$ cat config.mk
export PLATFORM = sky130hd
export DESIGN_NAME = tx_record_parser_checker_top
export DESIGN_NICKNAME = d
export VERILOG_FILES = /design/src/rtl/trpc_pkg.sv /design/src/rtl/trpc_cfg_regs.sv /design/src/rtl/trpc_parser.sv /design/src/rtl/trpc_pair_fifo.sv /design/src/rtl/tx_record_parser_checker_top.sv
export VERILOG_INCLUDE_DIRS = /design/src /design/src/rtl
export SDC_FILE = /design/constraint.sdc
export NUM_CORES = 2
export LEC_CHECK = 0
export BUFFER_PORTS_ARGS = -buffer_cell sky130_fd_sc_hd__buf_2
export CORE_MARGIN = 3
export CORE_UTILIZATION = 35
export DETAILED_ROUTE_END_ITERATION = 16
export PLACE_DENSITY = 0.6
export SYNTH_ARGS = -nofsm -noshare
export SYNTH_HDL_FRONTEND = slang
export SYNTH_SLANG_ARGS = --single-unit
$ cat constraint.sdc
create_clock -name clk -period 10.2 [get_ports clk]
set_input_delay 1.53 -clock clk [delete_from_list [all_inputs] [get_ports clk]]
set_output_delay 1.53 -clock clk [all_outputs]
set_load 0.005 [all_outputs]
$ cat src/rtl/assert_macros.svh
// assertion macros used by the top-level rtl file
// no dependencies
`ifndef ASSERT_MACROS_SVH
`define ASSERT_MACROS_SVH

// property must hold at every clock edge out of reset
`define TRPC_ASSERT(label, clk, rst_n, prop, msg) \
  label: assert property (@(posedge clk) disable iff (!rst_n) (prop)) else $error(msg);

// condition must never be seen out of reset
`define TRPC_ASSERT_NEVER(label, clk, rst_n, cond, msg) \
  `TRPC_ASSERT(label, clk, rst_n, !(cond), msg)

`endif

$ cat src/rtl/trpc_pkg.sv
// types and constants of the transaction record parser and checker
// used by every module of the block; no dependencies
package trpc_pkg;

  localparam int unsigned KEY_BYTES   = 33;
  localparam int unsigned SIG_BYTES   = 64;
  localparam int unsigned MIN_RECORD  = 4 + 2 + 4 + KEY_BYTES + 8 + 8 + 4 + 2;
  localparam int unsigned FIFO_DEPTH  = 4;
  localparam int unsigned FIFO_PTR_W  = $clog2(FIFO_DEPTH);
  localparam int unsigned FIFO_CNT_W  = $clog2(FIFO_DEPTH + 1);

  localparam logic [7:0] MAGIC_0 = 8'h44;  // D
  localparam logic [7:0] MAGIC_1 = 8'h4E;  // N
  localparam logic [7:0] MAGIC_2 = 8'h54;  // T
  localparam logic [7:0] MAGIC_3 = 8'h58;  // X

  localparam int unsigned OUT_TDATA_W = 192;

  typedef enum logic [1:0] {
    REG_VERSION = 2'd0,
    REG_CHAIN   = 2'd1,
    REG_MAX_PAY = 2'd2
  } reg_idx_t;

  typedef enum logic [1:0] {
    KIND_KEY     = 2'd0,
    KIND_PAYLOAD = 2'd1,
    KIND_SIG     = 2'd2,
    KIND_VERDICT = 2'd3
  } kind_t;

  typedef enum logic [2:0] {
    ST_OK        = 3'd0,
    ST_TRUNC     = 3'd1,
    ST_MAGIC     = 3'd2,
    ST_VERSION   = 3'd3,
    ST_CHAIN     = 3'd4,
    ST_PAY_LEN   = 3'd5,
    ST_SIG_LEN   = 3'd6,
    ST_TRAILING  = 3'd7
  } status_t;

  typedef enum logic [11:0] {
    PH_MAGIC   = 12'b0000_0000_0001,
    PH_VERSION = 12'b0000_0000_0010,
    PH_CHAIN   = 12'b0000_0000_0100,
    PH_KEY     = 12'b0000_0000_1000,
    PH_NONCE   = 12'b0000_0001_0000,
    PH_FEE     = 12'b0000_0010_0000,
    PH_PAYLEN  = 12'b0000_0100_0000,
    PH_PAYLOAD = 12'b0000_1000_0000,
    PH_SIGLEN  = 12'b0001_0000_0000,
    PH_SIG     = 12'b0010_0000_0000,
    PH_DONE    = 12'b0100_0000_0000,
    PH_DRAIN   = 12'b1000_0000_0000
  } phase_t;

  typedef struct packed {
    logic [15:0] expected_version;
    logic [31:0] expected_chain;
    logic [31:0] max_payload_len;
  } cfg_t;

  // results caused by one input beat: an optional streamed byte, then an optional verdict
  typedef struct packed {
    logic        stream_vld;
    kind_t       stream_kind;
    logic [7:0]  stream_byte;
    logic        verdict_vld;
    logic [63:0] nonce_value;
    logic [63:0] fee_value;
    logic [31:0] payload_length;
    logic [15:0] signature_length;
    status_t     status;
  } pair_t;

  typedef struct packed {
    logic                  full;
    logic                  empty;
    logic [FIFO_CNT_W-1:0] count;
  } fifo_stat_t;

  function automatic logic [7:0] magic_byte(input logic [1:0] idx);
    logic [7:0] val;
    case (idx)
      2'd0:    val = MAGIC_0;
      2'd1:    val = MAGIC_1;
      2'd2:    val = MAGIC_2;
      default: val = MAGIC_3;
    endcase
    return val;
  endfunction

endpackage

$ cat src/rtl/trpc_cfg_regs.sv
// configuration registers behind the apb-style port
// depends on trpc_pkg
module trpc_cfg_regs (
  input  logic              clk,
  input  logic              rst_n,
  input  logic              psel,
  input  logic              penable,
  input  logic              pwrite,
  input  logic [3:0]        paddr,
  input  logic [31:0]       pwdata,
  output logic [31:0]       prdata,
  output logic              pready,
  output trpc_pkg::cfg_t    cfg
);

  logic [15:0] version_r;
  logic [31:0] chain_r;
  logic [31:0] max_pay_r;
  logic        wr_en;
  trpc_pkg::reg_idx_t idx;

  assign pready = 1'b1;
  assign wr_en  = psel && penable && pwrite;
  assign idx    = trpc_pkg::reg_idx_t'(paddr[3:2]);

  always_ff @(posedge clk) begin
    if (!rst_n) begin
      version_r <= 16'd1;
      chain_r   <= 32'd1;
      max_pay_r <= 32'd65536;
    end else if (wr_en) begin
      case (idx)
        trpc_pkg::REG_VERSION: version_r <= pwdata[15:0];
        trpc_pkg::REG_CHAIN:   chain_r   <= pwdata;
        trpc_pkg::REG_MAX_PAY: max_pay_r <= pwdata;
        default: ;
      endcase
    end
  end

  always_comb begin
    case (idx)
      trpc_pkg::REG_VERSION: prdata = {16'd0, version_r};
      trpc_pkg::REG_CHAIN:   prdata = chain_r;
      trpc_pkg::REG_MAX_PAY: prdata = max_pay_r;
      default:               prdata = 32'd0;
    endcase
  end

  assign cfg.expected_version = version_r;
  assign cfg.expected_chain   = chain_r;
  assign cfg.max_payload_len  = max_pay_r;

endmodule

$ cat src/rtl/trpc_parser.sv
// per-byte record parser: field tracking, checks and result generation
// depends on trpc_pkg
module trpc_parser (
  input  logic              clk,
  input  logic              rst_n,
  input  trpc_pkg::cfg_t    cfg,
  input  logic              take_en,
  input  logic [7:0]        data_byte,
  input  logic              frame_end,
  output trpc_pkg::pair_t   res
);

  trpc_pkg::phase_t phase_r, phase_nxt;
  logic [31:0] field_count_r, field_count_nxt;
  logic [31:0] total_count_r, total_count_nxt;
  logic [63:0] field_shift_r, field_shift_nxt;
  logic [63:0] nonce_r, nonce_nxt;
  logic [63:0] fee_r, fee_nxt;
  logic [31:0] pay_len_r, pay_len_nxt;
  logic [15:0] sig_len_r, sig_len_nxt;
  trpc_pkg::status_t first_err_r, first_err_nxt;

  logic [32:0] fc_inc;
  logic [63:0] shift_add;
  logic        is_fail;
  trpc_pkg::status_t fail_code;
  trpc_pkg::status_t verdict_st;

  assign fc_inc    = {1'b0, field_count_r} + 33'd1;
  assign shift_add = field_shift_r | (64'(data_byte) << {field_count_r[2:0], 3'b000});

  always_comb begin
    phase_nxt       = phase_r;
    field_count_nxt = fc_inc[31:0];
    total_count_nxt = (total_count_r == 32'hFFFF_FFFF) ? total_count_r : total_count_r + 32'd1;
    field_shift_nxt = shift_add;
    nonce_nxt       = nonce_r;
    fee_nxt         = fee_r;
    pay_len_nxt     = pay_len_r;
    sig_len_nxt     = sig_len_r;
    first_err_nxt   = first_err_r;
    is_fail         = 1'b0;
    fail_code       = trpc_pkg::ST_OK;
    res             = '0;
    res.stream_kind = trpc_pkg::KIND_KEY;
    res.status      = trpc_pkg::ST_OK;

    case (phase_r)
      trpc_pkg::PH_MAGIC: begin
        field_shift_nxt = field_shift_r;
        if (data_byte != trpc_pkg::magic_byte(field_count_r[1:0])) begin
          is_fail   = 1'b1;
          fail_code = trpc_pkg::ST_MAGIC;
        end else if (fc_inc >= 33'd4) begin
          phase_nxt = trpc_pkg::PH_VERSION;
        end
      end
      trpc_pkg::PH_VERSION: begin
        if (fc_inc >= 33'd2) begin
          if (shift_add[15:0] != cfg.expected_version) begin
            is_fail   = 1'b1;
            fail_code = trpc_pkg::ST_VERSION;
          end else begin
            phase_nxt = trpc_pkg::PH_CHAIN;
          end
        end
      end
      trpc_pkg::PH_CHAIN: begin
        if (fc_inc >= 33'd4) begin
          if (shift_add[31:0] != cfg.expected_chain) begin
            is_fail   = 1'b1;
            fail_code = trpc_pkg::ST_CHAIN;
          end else begin
            phase_nxt = trpc_pkg::PH_KEY;
          end
        end
      end
      trpc_pkg::PH_KEY: begin
        field_shift_nxt = field_shift_r;
        res.stream_vld  = 1'b1;
        res.stream_kind = trpc_pkg::KIND_KEY;
        res.stream_byte = data_byte;
        if (fc_inc >= 33'(trpc_pkg::KEY_BYTES)) begin
          phase_nxt = trpc_pkg::PH_NONCE;
        end
      end
      trpc_pkg::PH_NONCE: begin
        if (fc_inc >= 33'd8) begin
          nonce_nxt = shift_add;
          phase_nxt = trpc_pkg::PH_FEE;
        end
      end
      trpc_pkg::PH_FEE: begin
        if (fc_inc >= 33'd8) begin
          fee_nxt   = shift_add;
          phase_nxt = trpc_pkg::PH_PAYLEN;
        end
      end
      trpc_pkg::PH_PAYLEN: begin
        if (fc_inc >= 33'd4) begin
          pay_len_nxt = shift_add[31:0];
          if (shift_add[31:0] > cfg.max_payload_len) begin
            is_fail   = 1'b1;
            fail_code = trpc_pkg::ST_PAY_LEN;
          end else if (shift_add[31:0] == 32'd0) begin
            phase_nxt = trpc_pkg::PH_SIGLEN;
          end else begin
            phase_nxt = trpc_pkg::PH_PAYLOAD;
          end
        end
      end
      trpc_pkg::PH_PAYLOAD: begin
        field_shift_nxt = field_shift_r;
        res.stream_vld  = 1'b1;
        res.stream_kind = trpc_pkg::KIND_PAYLOAD;
        res.stream_byte = data_byte;
        if (fc_inc >= {1'b0, pay_len_r}) begin
          phase_nxt = trpc_pkg::PH_SIGLEN;
        end
      end
      trpc_pkg::PH_SIGLEN: begin
        if (fc_inc >= 33'd2) begin
          sig_len_nxt = shift_add[15:0];
          if (shift_add[15:0] != 16'd0 && shift_add[15:0] != 16'(trpc_pkg::SIG_BYTES)) begin
            is_fail   = 1'b1;
            fail_code = trpc_pkg::ST_SIG_LEN;
          end else if (shift_add[15:0] == 16'd0) begin
            phase_nxt = trpc_pkg::PH_DONE;
          end else begin
            phase_nxt = trpc_pkg::PH_SIG;
          end
        end
      end
      trpc_pkg::PH_SIG: begin
        field_shift_nxt = field_shift_r;
        res.stream_vld  = 1'b1;
        res.stream_kind = trpc_pkg::KIND_SIG;
        res.stream_byte = data_byte;
        if (fc_inc >= 33'(sig_len_r)) begin
          phase_nxt = trpc_pkg::PH_DONE;
        end
      end
      trpc_pkg::PH_DONE: begin
        is_fail   = 1'b1;
        fail_code = trpc_pkg::ST_TRAILING;
      end
      default: begin
        // draining: only the byte count moves
        field_count_nxt = field_count_r;
        field_shift_nxt = field_shift_r;
      end
    endcase

    // a phase change restarts field assembly
    if (is_fail) begin
      phase_nxt = trpc_pkg::PH_DRAIN;
      if (first_err_r == trpc_pkg::ST_OK) begin
        first_err_nxt = fail_code;
      end
    end
    if (phase_nxt != phase_r) begin
      field_count_nxt = 32'd0;
      field_shift_nxt = 64'd0;
    end

    if (total_count_nxt < 32'(trpc_pkg::MIN_RECORD)) begin
      verdict_st = trpc_pkg::ST_TRUNC;
    end else if (first_err_nxt != trpc_pkg::ST_OK) begin
      verdict_st = first_err_nxt;
    end else if (phase_nxt == trpc_pkg::PH_DONE) begin
      verdict_st = trpc_pkg::ST_OK;
    end else if (phase_nxt == trpc_pkg::PH_PAYLOAD) begin
      verdict_st = trpc_pkg::ST_PAY_LEN;
    end else if (phase_nxt == trpc_pkg::PH_SIGLEN || phase_nxt == trpc_pkg::PH_SIG) begin
      verdict_st = trpc_pkg::ST_SIG_LEN;
    end else begin
      verdict_st = trpc_pkg::ST_TRUNC;
    end

    if (frame_end) begin
      res.verdict_vld      = 1'b1;
      res.nonce_value      = nonce_nxt;
      res.fee_value        = fee_nxt;
      res.payload_length   = pay_len_nxt;
      res.signature_length = sig_len_nxt;
      res.status           = verdict_st;
      phase_nxt            = trpc_pkg::PH_MAGIC;
      field_count_nxt      = 32'd0;
      total_count_nxt      = 32'd0;
      field_shift_nxt      = 64'd0;
      nonce_nxt            = 64'd0;
      fee_nxt              = 64'd0;
      pay_len_nxt          = 32'd0;
      sig_len_nxt          = 16'd0;
      first_err_nxt        = trpc_pkg::ST_OK;
    end
  end

  always_ff @(posedge clk) begin
    if (!rst_n) begin
      phase_r       <= trpc_pkg::PH_MAGIC;
      field_count_r <= 32'd0;
      total_count_r <= 32'd0;
      field_shift_r <= 64'd0;
      nonce_r       <= 64'd0;
      fee_r         <= 64'd0;
      pay_len_r     <= 32'd0;
      sig_len_r     <= 16'd0;
      first_err_r   <= trpc_pkg::ST_OK;
    end else if (take_en) begin
      phase_r       <= phase_nxt;
      field_count_r <= field_count_nxt;
      total_count_r <= total_count_nxt;
      field_shift_r <= field_shift_nxt;
      nonce_r       <= nonce_nxt;
      fee_r         <= fee_nxt;
      pay_len_r     <= pay_len_nxt;
      sig_len_r     <= sig_len_nxt;
      first_err_r   <= first_err_nxt;
    end
  end

endmodule

$ cat src/rtl/trpc_pair_fifo.sv
// small register queue of result pairs between parser and output port
// depends on trpc_pkg
module trpc_pair_fifo (
  input  logic                 clk,
  input  logic                 rst_n,
  input  logic                 push,
  input  trpc_pkg::pair_t      push_data,
  input  logic                 pop,
  output trpc_pkg::pair_t      head,
  output trpc_pkg::fifo_stat_t stat
);

  localparam int unsigned DEPTH = trpc_pkg::FIFO_DEPTH;
  localparam int unsigned PTR_W = trpc_pkg::FIFO_PTR_W;
  localparam int unsigned CNT_W = trpc_pkg::FIFO_CNT_W;

  trpc_pkg::pair_t entry_r [DEPTH];
  logic [PTR_W-1:0] wr_ptr_r, wr_ptr_nxt;
  logic [PTR_W-1:0] rd_ptr_r, rd_ptr_nxt;
  logic [CNT_W-1:0] count_r, count_nxt;

  always_comb begin
    wr_ptr_nxt = wr_ptr_r;
    rd_ptr_nxt = rd_ptr_r;
    count_nxt  = count_r;
    if (push) begin
      wr_ptr_nxt = (wr_ptr_r == PTR_W'(DEPTH - 1)) ? '0 : wr_ptr_r + PTR_W'(1);
    end
    if (pop) begin
      rd_ptr_nxt = (rd_ptr_r == PTR_W'(DEPTH - 1)) ? '0 : rd_ptr_r + PTR_W'(1);
    end
    if (push && !pop) begin
      count_nxt = count_r + CNT_W'(1);
    end else if (pop && !push) begin
      count_nxt = count_r - CNT_W'(1);
    end
  end

  always_ff @(posedge clk) begin
    if (!rst_n) begin
      wr_ptr_r <= '0;
      rd_ptr_r <= '0;
      count_r  <= '0;
    end else begin
      wr_ptr_r <= wr_ptr_nxt;
      rd_ptr_r <= rd_ptr_nxt;
      count_r  <= count_nxt;
    end
  end

  always_ff @(posedge clk) begin
    if (push) begin
      entry_r[wr_ptr_r] <= push_data;
    end
  end

  assign head       = entry_r[rd_ptr_r];
  assign stat.count = count_r;
  assign stat.full  = (count_r == CNT_W'(DEPTH));
  assign stat.empty = (count_r == '0);

endmodule

$ cat src/rtl/tx_record_parser_checker_top.sv
// Transaction record parser and checker. Takes one record byte per beat (in_tlast on the
// final byte) and streams key, payload and signature bytes, then a verdict beat with the
// decoded nonce, fee, lengths and status on the final byte. A new byte is accepted every
// cycle while the queue has room: the parser updates per accepted byte, and results wait
// in a 4-entry queue of result pairs. A byte that carries both a streamed byte and the
// verdict takes two output beats, so the output side runs at one result per cycle while
// out_tready is high. Verdict beats have out_tlast high; a nonzero status tells the
// consumer to drop the bytes streamed for that record.
// Depends on trpc_pkg, trpc_cfg_regs, trpc_parser, trpc_pair_fifo and assert_macros.svh.
`include "assert_macros.svh"

module tx_record_parser_checker_top (
  input  logic        clk,
  input  logic        rst_n,
  // input stream
  input  logic        in_tvalid,
  output logic        in_tready,
  input  logic [7:0]  in_tdata,   // [7:0] data_byte
  input  logic        in_tlast,   // frame_end
  // result stream
  output logic        out_tvalid,
  input  logic        out_tready,
  // [7:0] out_byte, [71:8] nonce_value, [135:72] fee_value, [167:136] payload_length,
  // [183:168] signature_length, [186:184] status, [191:187] zero
  output logic [191:0] out_tdata,
  output logic [1:0]  out_tuser,  // [1:0] kind
  output logic        out_tlast,  // last
  // configuration
  input  logic        cfg_psel,
  input  logic        cfg_penable,
  input  logic        cfg_pwrite,
  input  logic [3:0]  cfg_paddr,
  input  logic [31:0] cfg_pwdata,
  output logic [31:0] cfg_prdata,
  output logic        cfg_pready
);

  trpc_pkg::cfg_t       cfg;
  trpc_pkg::pair_t      res;
  trpc_pkg::pair_t      head;
  trpc_pkg::fifo_stat_t fstat;

  logic in_fire;
  logic out_fire;
  logic push;
  logic pop;
  logic send_stream;
  logic half_r, half_nxt;

  trpc_cfg_regs u_cfg (
    .clk     (clk),
    .rst_n   (rst_n),
    .psel    (cfg_psel),
    .penable (cfg_penable),
    .pwrite  (cfg_pwrite),
    .paddr   (cfg_paddr),
    .pwdata  (cfg_pwdata),
    .prdata  (cfg_prdata),
    .pready  (cfg_pready),
    .cfg     (cfg)
  );

  assign in_tready = !fstat.full;
  assign in_fire   = in_tvalid && in_tready;

  trpc_parser u_parser (
    .clk       (clk),
    .rst_n     (rst_n),
    .cfg       (cfg),
    .take_en   (in_fire),
    .data_byte (in_tdata),
    .frame_end (in_tlast),
    .res       (res)
  );

  assign push = in_fire && (res.stream_vld || res.verdict_vld);

  trpc_pair_fifo u_fifo (
    .clk       (clk),
    .rst_n     (rst_n),
    .push      (push),
    .push_data (res),
    .pop       (pop),
    .head      (head),
    .stat      (fstat)
  );

  // a pair with both results sends the streamed byte first
  assign send_stream = head.stream_vld && !half_r;
  assign out_tvalid  = !fstat.empty;
  assign out_fire    = out_tvalid && out_tready;
  assign pop         = out_fire && (!send_stream || !head.verdict_vld);

  always_comb begin
    half_nxt = half_r;
    if (pop) begin
      half_nxt = 1'b0;
    end else if (out_fire && send_stream) begin
      half_nxt = 1'b1;
    end
  end

  always_ff @(posedge clk) begin
    if (!rst_n) begin
      half_r <= 1'b0;
    end else begin
      half_r <= half_nxt;
    end
  end

  always_comb begin
    if (send_stream) begin
      out_tdata = {184'd0, head.stream_byte};
      out_tuser = head.stream_kind;
      out_tlast = 1'b0;
    end else begin
      out_tdata = {5'd0, head.status, head.signature_length, head.payload_length,
                   head.fee_value, head.nonce_value, 8'd0};
      out_tuser = trpc_pkg::KIND_VERDICT;
      out_tlast = 1'b1;
    end
  end

  `TRPC_ASSERT(a_verdict_last, clk, rst_n,
    (out_tvalid && out_tuser == trpc_pkg::KIND_VERDICT) |-> out_tlast, "verdict without last")
  `TRPC_ASSERT(a_stream_clean, clk, rst_n,
    (out_tvalid && !out_tlast) |-> (out_tdata[191:8] == 184'd0), "streamed beat carries fields")
  `TRPC_ASSERT_NEVER(a_fifo_bound, clk, rst_n,
    fstat.count > trpc_pkg::FIFO_CNT_W'(trpc_pkg::FIFO_DEPTH), "result queue overflow")
  `TRPC_ASSERT(a_half_hold, clk, rst_n,
    half_r |-> (out_tvalid && head.stream_vld && head.verdict_vld), "split pair lost its head")

endmodule
==> key figures <==
STA
  – Slew at the pin closest to its max-slew limit: 1360 ps
  – Pins over their slew limit: 0
  – RSZ-0062 raised after global routing: no
  – Fin Setup TNS: 0 ps
  – FMAX: 132 MHz
  – Rel. slew slack: 9.30%
  – Skew final: 27.1 ps
  – Post-layout min period: 7570 ps
  – Final Hold Fails: 0
  – Worst setup slack after layout: 2630 ps
  – Crit share post-route: 74.2%
  – Final setup violating endpoints: 0

Die
  – Die W: 398 um
  – Initial Util: 35.3%
  – I/O pin cnt: 282
  – Site Rows: 143
  – Die span in y: 398 um
  – Die area: 159000 um2
  – Core area: 152000 um2

Route
  – Final ANT Viol Nets: 0
  – # DRC: 0
  – Total wire length: 163 mm
  – DR iter-0 viols: 3770
  – Drt via density: 5.55
  – Total number of vias: 38082
  – Drt wl/cell: 23.8 um
  – DRT Pass-1 Iters: 6

Setup path
  – Crit. End Element: register
  – Crit-path leading delay family: simple AND/OR/NAND/NOR gates
  – Startpoint types: register
  – Crit Path Max Fanout: 30
  – Worst path required time: 10900 ps
  – Critical path arrival: 8270 ps
  – Critical-path cell list: buf_4 -> nor4bb_1 -> nor2_1 -> inv_1 -> ha_1 -> nor4_1 -> o221ai_1 -> and3_1 -> or4b_2 -> and4_1 -> a2111oi_0 -> a22oi_2 -> a2111oi_4 -> o2111ai_1 -> nor3_2 -> and3_1 -> a22o_1
  – Worst Path Class, Setup: register to register
  – Buf+Inv Stages, Crit Path: 2
  – Slowest-stage cell, CP: nor2_1
  – Crit-path most repeated cell: and3_1
  – CP peak stage delay: 1040 ps

Clock network
  – Post-CTS sizing: 0
  – Clock Tree Root: clkbuf_16
  – TritonCTS buffer count: 132
  – # hold bufs at CTS: 0
  – CTS Buffer Depth: 3
  – Post-CTS Setup Bufs: 0
  – TritonCTS clock tree: done
  – # clock sinks: 1173
  – Max H-tree Level: 4
  – Clock-pin slew on the worst setup and hold paths: 60 ps
  – Later-pin clock latency in the skew report: 780 ps

Synth
  – Ys flop type: edfxtp_1
  – Count leader, synth: edfxtp_1
  – Post-synth EDFFs: 764
  – Register area share after synthesis: 57.8%
  – Top-area cell type share of the netlist area: 42.6%
  – Ys Warns: 0
  – Synth area leaders: edfxtp_1 (43%), dfxtp_1 (15%), mux4_2 (8.0%)
  – Cell variety after synth: 87
  – Synthesized area: 53800 um2
  – Mean post-synth cell area: 11.8 um2
  – Post-Synthesis Cells: 4573
  – Post-synth top area cell: edfxtp_1
  – Synth top cells by count: edfxtp_1 (764), nand2_1 (473), nor2_1 (425)
  – Asr flop ratio synth: 0%
  – #FFs+latches synth: 1173

Power and ir drop
  – Psw: 3.44 mW
  – LEAKAGE: 23.9 nW
  – Seq pwr share: 42.9%
  – Worst VDD drop: 142 uV
  – Gate power share: 19.0%
  – Sw frac: 28.2%
  – Int Power: 8.77 mW
  – Overall Power: 12.2 mW
  – Clock power frac: 38.1%
  – Pwr dens: 199 nW/um2

Min path
  – Worst min path class: register to register

Placed design
  – Port Buffers: 273
  – Global placement routability congestion: 0.932
  – HPWL after DPL: 108 mm
  – Placement-stage worst setup slack: 2130 ps

Layout
  – Share of layout cells above drive strength 1: 16.5%
  – Area Overhead vs Synth: 14.2%
  – Filler cells: 14526
  – Nets@finish: 4862

Global route
  – Number of global-route vias before repair: 36235
  – Largest net degree at the start of global routing: 124
  – Initial antenna violation count: 10
  – First-pass GRT wire length: 241 mm
  – GR Overflow Total: 0
  – Tot GR Track Use: 20.2%

Job
  – MaxCap Viol Count: 0

Status
  – Status: finished, final reports clean
layout by cell type, fill, tap and decap left out, drive strengths merged, types with 10 or more instances in the layout:
master	Yosys	routed
a211oi	21	21
a21o	57	57
a21oi	271	271
a22o	30	30
a22oi	190	190
a31oi	48	48
and2	220	220
and3	37	37
buf	56	347
clkbuf	284	174
clkinv	1	45
dfxtp	409	409
edfxtp	764	764
ha	91	91
inv	164	176
mux2i	26	26
mux4	191	191
nand2	473	473
nand2b	12	12
nand3	80	80
nand4	68	68
nor2	425	425
nor2b	17	17
nor3	56	56
nor3b	13	13
nor4	37	37
nor4b	17	17
o2111ai	12	12
o211a	175	175
o21ai	87	87
or2	15	15
or3	25	25
or4	12	12
or4b	10	10
xnor2	33	33
xor2	27	27
cell type report:
cell class	instances	area (um2)	share of cell area, %
antenna	7	17.5	0.0285
tap	2030	2540	4.13
inverter	165	629	1.02
clock inverter	65	641	1.04
multi-input combinational	2899	20900	34.0
sequential	1173	31100	50.7
timing repair buffer	347	1990	3.24
clock buffer	174	3620	5.89
tightest hold or removal path, delay by kind of cell (launching register included):
kind / cells / cell delay [ps]
AO/OA/AOI/OAI: 1 / 50
AND/OR/NAND/NOR: 1 / 50
flip-flops: 1 / 320
layer usage:
layer	vias to the layer above	track usage (%)	wire length, um
li1	17359	-	-
met1	19206	27.8	71300
met2	1306	32.4	77100
met3	209	4.15	11200
met4	2	5.71	3920
met5	-	0	17
stage by stage:
| step | utilization, % | cells | hold slack, ps | area, um2 |
|---|---|---|---|---|
| after global placement | 37.5 | 6614 | 449 | 57200 |
| final | 40.3 | 6860 | 470 | 61500 |
| after CTS | 40.3 | 6853 | 470 | 61500 |
| after floorplan | - | 4577 | 437 | 53900 |
| after detailed placement | 37.5 | 6614 | 454 | 57200 |
| after global routing | 40.3 | 6855 | 487 | 61500 |
cells by family (layout without fill, tap and decap cells):
logic type,after synthesis,after routing,share of synthesized area (%)
XOR/XNOR,60,60,0.976
multiplexers,218,218,8.49
AND/OR/NAND/NOR,1560,1560,14.2
AO/OA/AOI/OAI,963,963,12.7
other,2,13,0.0139
adder cells (fa/ha/maj),92,92,2.15
buffers and inverters,505,751,3.64
flip-flops,1173,1173,57.8
flip-flops by register name, summed over array words and instances, names as in the netlist, named ones only:
signal	cells
u_parser.total_count_r	32
u_parser.sig_len_r	16
u_cfg.chain_r	32
u_parser.pay_len_r	32
u_fifo.rd_ptr_r	2
u_fifo.entry_r	764
u_fifo.count_r	3
u_parser.fee_r	64
u_parser.field_count_r	32
u_parser.first_err_r	3
u_fifo.wr_ptr_r	2
half_r	1
u_parser.nonce_r	64
u_parser.phase_r	12
u_cfg.max_pay_r	32
u_cfg.version_r	16
u_parser.field_shift_r	64
power groups by stage:
stage | Clock, mW | Combinational [mW] | Sequential (mW)
2_1_floorplan | 0 | 1.47 | 5.30
5_1_grt | 4.94 | 2.51 | 5.25
3_3_place_gp | 0 | 2.36 | 5.33
6_report | 4.65 | 2.32 | 5.24
3_5_place_dp | 0 | 2.36 | 5.34
4_1_cts | 4.76 | 2.37 | 5.24
final timing paths:
kind / from / to / slack, ps / depth (start not counted)
setup / recovery: u_parser.field_count_r[0]$_SDFFE_PN0P_ / u_parser.field_count_r[2]$_SDFFE_PN0P_ / 2630 / 17
hold / removal: u_cfg.max_pay_r[4]$_SDFFE_PN0P_ / u_cfg.max_pay_r[4]$_SDFFE_PN0P_ / 470 / 2
hold reg to reg: u_cfg.max_pay_r[4]$_SDFFE_PN0P_ / u_cfg.max_pay_r[4]$_SDFFE_PN0P_ / 470 / 2
setup reg to reg: u_parser.field_count_r[0]$_SDFFE_PN0P_ / u_parser.field_count_r[2]$_SDFFE_PN0P_ / 2630 / 17
Note: power is estimated with default switching activity, not from simulation.
